--- src/bap_pkg.sv ---
// Shared constants, types and the group decode function of the attitude frame parser.
// Depends on nothing; used by the framer, the decoder and the top level.
package bap_pkg;

  localparam logic [7:0] SYNC_BYTE          = 8'h68;
  localparam logic [7:0] CMD_ATTITUDE       = 8'h84;
  localparam logic [7:0] DEFAULT_LAST_RESET = 8'd14;
  localparam int         CAPTURE_BASE       = 3;
  localparam int         CAPTURE_DEPTH      = 10;
  localparam int         GROUP_BYTES        = 9;
  localparam int         VALUE_W            = 19;
  localparam int         MAG_W              = 18;
  localparam logic [3:0] SIGN_POS           = 4'h0;
  localparam logic [3:0] SIGN_NEG           = 4'h1;

  typedef struct packed {
    logic                             valid;
    logic [GROUP_BYTES-1:0][7:0]      data;
  } frame_t;

  typedef struct packed {
    logic signed [VALUE_W-1:0] value;
    logic                      bad;
  } group_t;

  function automatic group_t decode_group(input logic [7:0] b0, input logic [7:0] b1,
                                          input logic [7:0] b2);
    logic [MAG_W-1:0] mag;
    group_t           res;
    mag = MAG_W'(b0[3:0]) * MAG_W'(10000) + MAG_W'(b1[7:4]) * MAG_W'(1000)
        + MAG_W'(b1[3:0]) * MAG_W'(100) + MAG_W'(b2[7:4]) * MAG_W'(10)
        + MAG_W'(b2[3:0]);
    res.bad = 1'b0;
    unique case (b0[7:4])
      SIGN_POS: res.value = signed'({1'b0, mag});
      SIGN_NEG: res.value = -signed'({1'b0, mag});
      default: begin
        res.value = '0;
        res.bad   = 1'b1;
      end
    endcase
    return res;
  endfunction

endpackage

--- src/bcd_attitude_frame_parser.sv ---
// Top level of the attitude frame parser: framer followed by the decode stage.
// Depends on bap_pkg, bap_framer and bap_decoder.
//
// The block takes one received byte per cycle and frames compass replies that
// start with the sync byte 0x68; byte 1 sets the last index, or a zero there
// keeps default_last_index, written through cfg_we and cfg_wdata and used from
// the next frame on. A frame whose byte 3 is 0x84 yields one request on the
// output channel once its closing byte is accepted, carried through the
// framer's frame register and then the decode stage's result register.
// Each stage holds its result only while the next cannot take it, so a new byte is accepted every cycle
// unless both registers hold results while out_stall is high.
module bcd_attitude_frame_parser (
  input  logic                                   clk,
  input  logic                                   rst,
  input  logic                                   in_valid,
  output logic                                   in_stall,
  input  logic [7:0]                             rx_byte,
  input  logic                                   cfg_we,
  input  logic [7:0]                             cfg_wdata,
  output logic                                   out_valid,
  input  logic                                   out_stall,
  output logic signed [bap_pkg::VALUE_W-1:0]     pitch_hundredths,
  output logic signed [bap_pkg::VALUE_W-1:0]     roll_hundredths,
  output logic signed [bap_pkg::VALUE_W-1:0]     heading_hundredths,
  output logic [2:0]                             sign_error
);

  bap_pkg::frame_t frame;
  logic            frame_ready;

  bap_framer u_framer (
    .clk         (clk),
    .rst         (rst),
    .in_valid    (in_valid),
    .in_stall    (in_stall),
    .rx_byte     (rx_byte),
    .cfg_we      (cfg_we),
    .cfg_wdata   (cfg_wdata),
    .frame       (frame),
    .frame_ready (frame_ready)
  );

  bap_decoder u_decoder (
    .clk                (clk),
    .rst                (rst),
    .frame              (frame),
    .frame_ready        (frame_ready),
    .out_valid          (out_valid),
    .out_stall          (out_stall),
    .pitch_hundredths   (pitch_hundredths),
    .roll_hundredths    (roll_hundredths),
    .heading_hundredths (heading_hundredths),
    .sign_error         (sign_error)
  );

endmodule

--- src/bap_framer.sv ---
// Byte framer: tracks the frame index and length, captures bytes 3 to 12, and
// registers a completed attitude frame. Depends on bap_pkg.
module bap_framer (
  input  logic                clk,
  input  logic                rst,
  input  logic                in_valid,
  output logic                in_stall,
  input  logic [7:0]          rx_byte,
  input  logic                cfg_we,
  input  logic [7:0]          cfg_wdata,
  output bap_pkg::frame_t     frame,
  input  logic                frame_ready
);

  logic [7:0]                                 default_last_index;
  logic [7:0]                                 byte_index;
  logic [7:0]                                 last_index;
  logic [bap_pkg::CAPTURE_DEPTH-1:0][7:0]     captured_bytes;
  logic [bap_pkg::CAPTURE_DEPTH-1:0][7:0]     captured_next;
  logic [7:0]                                 last_next;
  logic                                       in_accept;
  logic                                       is_sync;
  logic                                       drop;
  logic                                       done;
  logic                                       emit;

  assign in_stall  = frame.valid && !frame_ready;
  assign in_accept = in_valid && !in_stall;
  assign is_sync   = (byte_index == 8'd0) && (rx_byte == bap_pkg::SYNC_BYTE);
  assign drop      = (byte_index == 8'd0) && !is_sync;

  always_comb begin
    priority if (byte_index == 8'd0) begin
      last_next = default_last_index;
    end else if ((byte_index == 8'd1) && (rx_byte != 8'd0)) begin
      last_next = rx_byte;
    end else begin
      last_next = last_index;
    end
  end

  always_comb begin
    for (int i = 0; i < bap_pkg::CAPTURE_DEPTH; i++) begin
      if (is_sync) begin
        captured_next[i] = '0;
      end else if (byte_index == 8'(bap_pkg::CAPTURE_BASE + i)) begin
        captured_next[i] = rx_byte;
      end else begin
        captured_next[i] = captured_bytes[i];
      end
    end
  end

  assign done = !drop && (byte_index == last_next);
  assign emit = done && (captured_next[0] == bap_pkg::CMD_ATTITUDE);

  always_ff @(posedge clk) begin
    if (rst) begin
      default_last_index <= bap_pkg::DEFAULT_LAST_RESET;
      byte_index         <= '0;
      last_index         <= bap_pkg::DEFAULT_LAST_RESET;
      captured_bytes     <= '0;
      frame.valid        <= 1'b0;
    end else begin
      if (cfg_we) begin
        default_last_index <= cfg_wdata;
      end
      if (in_accept && !drop) begin
        captured_bytes <= captured_next;
        last_index     <= last_next;
        byte_index     <= done ? 8'd0 : byte_index + 8'd1;
      end
      if (!in_stall) begin
        frame.valid <= in_accept && emit;
      end
      if (in_accept && emit) begin
        frame.data <= captured_next[bap_pkg::CAPTURE_DEPTH-1:1];
      end
    end
  end

endmodule

--- src/bap_decoder.sv ---
// Decode stage: turns the three sign-nibble BCD groups of a frame into signed
// hundredths and holds them in the result register. Depends on bap_pkg.
module bap_decoder (
  input  logic                                   clk,
  input  logic                                   rst,
  input  bap_pkg::frame_t                        frame,
  output logic                                   frame_ready,
  output logic                                   out_valid,
  input  logic                                   out_stall,
  output logic signed [bap_pkg::VALUE_W-1:0]     pitch_hundredths,
  output logic signed [bap_pkg::VALUE_W-1:0]     roll_hundredths,
  output logic signed [bap_pkg::VALUE_W-1:0]     heading_hundredths,
  output logic [2:0]                             sign_error
);

  bap_pkg::group_t pitch_grp;
  bap_pkg::group_t roll_grp;
  bap_pkg::group_t heading_grp;
  logic            load;

  assign pitch_grp   = bap_pkg::decode_group(frame.data[0], frame.data[1], frame.data[2]);
  assign roll_grp    = bap_pkg::decode_group(frame.data[3], frame.data[4], frame.data[5]);
  assign heading_grp = bap_pkg::decode_group(frame.data[6], frame.data[7], frame.data[8]);

  assign frame_ready = !out_valid || !out_stall;
  assign load        = frame_ready && frame.valid;

  always_ff @(posedge clk) begin
    if (rst) begin
      out_valid <= 1'b0;
    end else if (frame_ready) begin
      out_valid <= frame.valid;
    end
  end

  always_ff @(posedge clk) begin
    if (load) begin
      pitch_hundredths   <= pitch_grp.value;
      roll_hundredths    <= roll_grp.value;
      heading_hundredths <= heading_grp.value;
      sign_error         <= {heading_grp.bad, roll_grp.bad, pitch_grp.bad};
    end
  end

endmodule

--- config.mk ---
export PLATFORM = sky130hd
export DESIGN_NAME = bcd_attitude_frame_parser
export DESIGN_NICKNAME = d
export VERILOG_FILES = /design/src/bap_pkg.sv /design/src/bcd_attitude_frame_parser.sv /design/src/bap_framer.sv /design/src/bap_decoder.sv
export SDC_FILE = /design/constraint.sdc
export NUM_CORES = 1
export LEC_CHECK = 0
export ABC_AREA = 1
export BUFFER_PORTS_ARGS = -buffer_cell sky130_fd_sc_hd__buf_4
export CAP_MARGIN = 10
export CELL_PAD_IN_SITES_DETAIL_PLACEMENT = 1
export CELL_PAD_IN_SITES_GLOBAL_PLACEMENT = 1
export CORE_MARGIN = 10
export CORE_UTILIZATION = 40
export DETAILED_ROUTE_END_ITERATION = 10
export GPL_TIMING_DRIVEN = 0
export PLACE_DENSITY_LB_ADDON = 0.08
export SLEW_MARGIN = 20
export SYNTH_ARGS = -nofsm -noshare
export SYNTH_HDL_FRONTEND = slang
export SYNTH_SLANG_ARGS = --single-unit
--- constraint.sdc ---
create_clock -name clk -period 6.84 [get_ports clk]
set_input_delay 0.684 -clock clk [delete_from_list [all_inputs] [get_ports clk]]
set_output_delay 0.684 -clock clk [all_outputs]
set_load 0.02 [all_outputs]
After elaboration in Yosys (flattened, before gate mapping). Cells that the tools add are included. Widths: inputs -> output; s select.

Equal/unequal tests: 17. Divide/modulo/power cells: 0. Shift-type cells: 0. Order comparisons: 0. Bitwise gates (word level): 1. Mux-type cells: 29. Add/subtract/negate cells: 16. Reduce and logical (&&, ||, !) cells: 26. Multipliers: 12.

Operator list (count): $mux 8 (23); $pmux 19 s2 (3); $neg 18->19 (3); $add 18x11->18 (3); $add 18x14->18 (3); $add 18x4->18 (3); $add 18x8->18 (3); $mul 4x10->14 const B (3); $eq 8x4->1 const B (5); $mul 4x7->11 const B (3); $eq 8x3->1 const B (4); $mul 4x5->9 const B (3); $mul 4x3->7 const B (3); $eq 4x1->1 const B (3); $logic_not 4->1 (3); $logic_and 1x1->1 (10); $add 8x1->8 const B (1); $eq 8x1->1 const B (1); $eq 8x2->1 const B (1); $eq 8x7->1 const B (1); $eq 8x8->1 (1); $eq 8x8->1 const B (1); $logic_not 8->1 (1); $reduce_bool 8->1 (1); 6 further kinds (15).

Bits in latches: 0. Register bits after elaboration: 238. Word-level logic and storage cells: 129. Memory bits (writable): 0. Output and inout port bits: 62. Bits in read-only memories: 0. Memories: 0.

Depth between registers and ports, before layout.
Depth after elaboration: 9. Gate-level depth with buffers: 29. Mapped depth without buffers: 29.

Hierarchy. From an unflattened synthesis, not the netlist that was laid out.

Cells, all modules: 2351. Area, all modules: 18778.0 um^2.

Modules (own cells, without submodules): bap_decoder (seq. area each 1821.7 um^2, cells each 1465, area each 11150.7 um^2, instances 1); bap_framer (seq. area each 4264.1 um^2, cells each 886, area each 7627.3 um^2, instances 1).

Least setup slack after synthesis. No wires, ideal clock.

Path kind: reg-to-reg. Start point: reg, netlist name u_framer.frame[38]. End point: reg u_decoder.roll_hundredths[18] in the netlist's numbering, data pin. Required time: 6.583 ns. Library setup time: 0.257 ns. Setup slack: 1.909 ns. Stages on the path, launching flop included: 29. Data arrival time: 4.674 ns. Cells stage by stage: edfxtp_1 fa_1 inv_1 fa_1 inv_1 ha_1 a21oi_1 nand2_1 a21oi_1 o21bai_1 nand2_1 nand2_1 a21oi_1 xnor2_1 ha_1 ha_1 ha_1 inv_1 o21ai_0 nand3_1 nand2_1 a21oi_1 nand2_1 nand2_1 nand2_1 nor2_1 nand4_1 nor2_1 nor2_1.

RTL lines: end signal, assigned (RTL line bap_decoder.sv:39) `roll_hundredths <= roll_grp.value;`; end, declared (RTL line bap_decoder.sv:11) `output logic signed [bap_pkg::VALUE_W-1:0] roll_hundredths,`.

==> results <==
- The reg-to-reg startpoint is u_framer.frame[61].
- The most common cell after layout, fill and taps aside is nand2_1.
- The power density relative to cell area is about 150 nW/µm².
- The buffer levels on the longest clock path is 3.
- The leftover overflow at the end of global routing is 0.
- Together, buffers and inverters on the worst path number 3.
- The worst-path cell with the longest stage delay is fa_1.
- STA classifies the critical path startpoint as a flop.
- The synthesized instance count is 2,254.
- The cell depth of the worst flop-to-flop path is 23.
- The placed wire-length estimate after detailed placement is between 30 and 40 mm.
- The instance count along the most critical hold path is 3.
- The number of synthesized flops with an enable pin is 132.
- The number of antenna violations at the first check in global routing is 0.
- The global placer's final weighted congestion is a little over 0.8.
- The cell row count is 78.
- At the worst endpoint, the required time is 7.13 ns.
- The total number of H-tree levels is 1.
- The critical path's most frequent cell is nand2_1.
- Across every metal layer, demand over resource in global routing totals 18.4%.
- The path type of the worst min-delay path is primary input to flop.
- At the pin with the least slew margin, the transition time is 0.962 ns.
- The category of the most critical setup path is flop to flop.
- After layout, the worst path uses 83.4% of the clock period.
- The number of global-route vias before repair is 16,087.
- The synthesis-to-layout area growth is 13.5%.
- The pin count of the biggest net entering global routing is 40.
- The combined area of the multi-input logic cells is 10,600 µm².
- For this run, the top clock speed supported by timing is 175 MHz.
- The worst hold path terminates at u_framer.default_last_index[3].
- After detailed routing, the average wire length per cell comes to 16.5 µm.
- The final setup violation count is 0.
- After detailed routing, the number of vias per cell comes to just over 5.
- The share of Yosys cell area claimed by the top area cell type is 21.7%.
- The final max-slew violation count is 0.
- The mux share of post-synthesis cell area is 0%.
- Prior to clock tree synthesis, the placed netlist has a worst setup slack of 1.16 ns.
- The clock period could shrink to 5.70 ns.
- The routed design has 49.4 mm of wire.
- The run finished with clean final reports.
- The floorplan die width is 234 µm.
- Once the floorplan was initialized, standard cells occupied 40.4% of the core.
- The worst-case IR drop observed on VDD is approximately 0.00018 V.
- The endpoint class of the critical path is a flop.
- Once detail routing completed, the nets flagged for antenna violations numbered 0.
- The total negative slack for setup checks is 0 ns.
- The slack of the worst reg-to-reg path is 1.14 ns.
- In the post-route analysis, the smallest setup slack over all paths is 1.14 ns.
- The number of remaining DRC errors is 0.
- The synthesized-area fraction occupied by ao, oa, aoi and oai cells is 12.4%.
- The clock drives between 200 and 250 sinks.
- Once the clock tree was built, the setup fixing pass inserted 0 buffers.
- In the final layout, flip-flops and latches occupy 6090 µm².
- The source of the worst hold timing path is cfg_wdata[3].
- When the netlist entered floorplanning its net count stood at 2,563.
- Setup repair after global routing left no endpoint under its margin.
- The total I/O pin count is 83.
- After synthesis, the largest family of logic cells by area is adder cells.
- The cell type with the highest aggregate area in the netlist is edfxtp_1.
- Summing the sequential cell areas from Yosys gives 33.2% of the chip area.
- Of the cells placed in the final design, the portion with a size suffix greater than 1 is 8.16%.
- The number of instances resized during post-cts repair is 0.
- The TritonCTS clock tree is built.
- The final hold violation count is 0.
- The post-synthesis share of cell area spent on xor and xnor gates is 3.47%.
- The top cell types in the final layout, fill and taps aside, are nand2_1, inv_1, nor2_1.
- In the synthesized netlist the async set-or-reset flop fraction comes to 0%.
- Walking the worst path, the cells encountered are fa_1, inv_1, fa_1, inv_1, ha_1, a21oi_1, nand2_1, xnor2_1, inv_1, fa_1, ha_1, ha_1, a21oi_1, o21ai_0, o21bai_1, nand2_1, nand3_1, nor2_1, nand2_1, nand2_1, o21ai_0, nand2_1, nand2_1.
- The total number of vias is 15,231.
- The adder and majority gate portion of the synthesized area is a little under a quarter.
- For this design the static power due to leakage is 9.91 nW.
- The total of fill cells in the finished design is 5,499.
- The number of buffers created by CTS is 28.
- The share of synthesized cell area in and, or, nand and nor gates is 19.1%.
- The number of detailed-routing iterations run before antenna repair is 5.
- In this design, the stage delay of the slowest critical-path cell is 0.64 ns.
- The kind of cell adding the most delay to the critical path is adder cells.
- The number of violations of the max-capacitance limit is 0.
- The final net count is 2,678.
- Measured along the y axis, the die boundary spans 234 µm.
- For this run, the leading register cell type out of synthesis is edfxtp_1.
- The global-route wire length before repair is 82.8 mm.
- Across the routed clock network, the largest skew measured is 0.0673 ns.
- Port buffering added 81 buffers.
- Data on the critical path arrives at its endpoint at 5.99 ns.
- In this run, synthesis produced a sequential element count of 238.
- Clock tree synthesis selected as its root buffer the cell clkbuf_16.
- The mean instance size in the synthesized netlist is 8.12 µm².
- The clock-pin slew on the worst setup and hold paths is 0.06 ns.
- The die covers 54,700 µm².
- The floorplan step defined a core boundary enclosing around 45,000 µm².
- The clock latency at the later pin of the worst-skew pair is 0.60 ns.
- By area the synthesized netlist is led by edfxtp_1, ha_1, dfxtp_1, fa_1, nand2_1.
- Summing every instance area after synthesis gives 18,300 µm².
- The relative max-transition margin is a little over a third.
- The Yosys step of the flow raised 0 warnings.
- The repair_antennas step left the layout with diodes totalling 0.
- The cts-stage hold buffer count is 0.
- The starting DRC count in detailed routing is 640.
- Of all nets on the critical path, the largest fanout is 5.
- The worst register-to-register path ends at u_decoder.heading_hundredths[16].
- Counting distinct cell types in the post-synthesis netlist gives 44.
==> worst register-to-register path, delay by kind of cell (launching register included) <==
| kind | cells | cell delay (ns) |
|---|---|---|
| AO/OA/AOI/OAI | 5 | 1.02 |
| XOR/XNOR | 1 | 0.23 |
| adder cells (fa/ha/maj) | 6 | 2.63 |
| buffers and inverters | 3 | 0.25 |
| flip-flops | 1 | 0.50 |
| AND/OR/NAND/NOR | 8 | 0.75 |
==> how the worst max path moves through the flow <==
stage | from | to | cells past startpoint
floorplan | u_framer.frame[38] | u_decoder.roll_hundredths[18] | 28
global placement | out_stall | u_decoder.heading_hundredths[1] | 2
detailed placement | u_framer.frame[62] | u_decoder.heading_hundredths[16] | 23
CTS | u_framer.frame[62] | u_decoder.heading_hundredths[16] | 23
global route | u_framer.frame[14] | u_decoder.pitch_hundredths[18] | 22
finish | u_framer.frame[61] | u_decoder.heading_hundredths[16] | 23
==> kinds of logic after synthesis <==
kind of cell / count (synthesis)
AOI/OAI and AO/OA: 424
xor gates and xnor gates: 70
adders and majority gates: 288
buffers and inverters: 421
DFF: 238
and+or+nand+nor: 813
==> synth_stat cells, types with 3 or more instances <==
master / count
xnor2_2: 3
nor2_1: 256
o32ai_1: 4
xor2_1: 46
buf_2: 7
inv_2: 7
dfxtp_1: 106
nor2_2: 6
clkbuf_1: 43
nand2_2: 7
nand4_1: 24
a31oi_1: 5
or2_2: 4
edfxtp_1: 132
buf_1: 3
fa_1: 81
nand3_1: 116
a21oi_1: 159
o21ai_0: 206
o22ai_1: 12
nand2_4: 5
nand2_1: 355
o211ai_1: 17
inv_4: 3
a21o_1: 5
nand3_2: 5
inv_1: 351
nand3b_1: 13
xnor2_1: 21
buf_4: 4
o21bai_1: 10
nor3_1: 16
ha_1: 207
==> where the power goes <==
| group | internal (mW) | switching [mW] |
|---|---|---|
| Sequential | 1.50 | 0.00351 |
| Clock | 0.947 | 0.623 |
| Combinational | 0.0220 | 0.0504 |
| Total | 2.47 | 0.677 |
==> sequential cells by signal, summed over array words and instances (netlist names) <==
name,count
u_decoder.heading_hundredths,19
u_decoder.out_valid,1
u_decoder.pitch_hundredths,19
u_decoder.roll_hundredths,19
u_decoder.sign_error,3
u_framer.byte_index,8
u_framer.captured_bytes,80
u_framer.default_last_index,8
u_framer.frame,73
u_framer.last_index,8
==> stage by stage <==
stage	hold slack, ns	util, %	cells	power (mW)	area (µm²)
6_report	0.292	45.9	2991	3.15	20800
5_1_grt	0.277	45.9	2991	3.26	20800
4_1_cts	0.266	45.9	2991	3.19	20800
3_5_place_dp	0.462	43.7	2939	1.61	19800
3_3_place_gp	0.449	43.4	2935	1.61	19700
2_1_floorplan	0.429	-	2254	1.57	18300
==> area by class of cell <==
cell class | instances | share of cell area (%)
buffer | 58 | 1.20
clock buffer | 39 | 3.92
clock inverter | 13 | 0.819
inverter | 363 | 6.61
multi-input combinational | 1595 | 51.1
sequential | 238 | 29.3
tap | 600 | 3.61
timing repair buffer | 85 | 3.42
==> layer usage <==
layer	GRT usage [%]	routed length [µm]	vias to the layer above
li1	-	-	7626
met1	23.8	23100	7384
met2	32.7	24200	173
met3	1.91	1440	48
met4	3.47	732	0
met5	0	0	-
(Power assumes the default switching activity.)
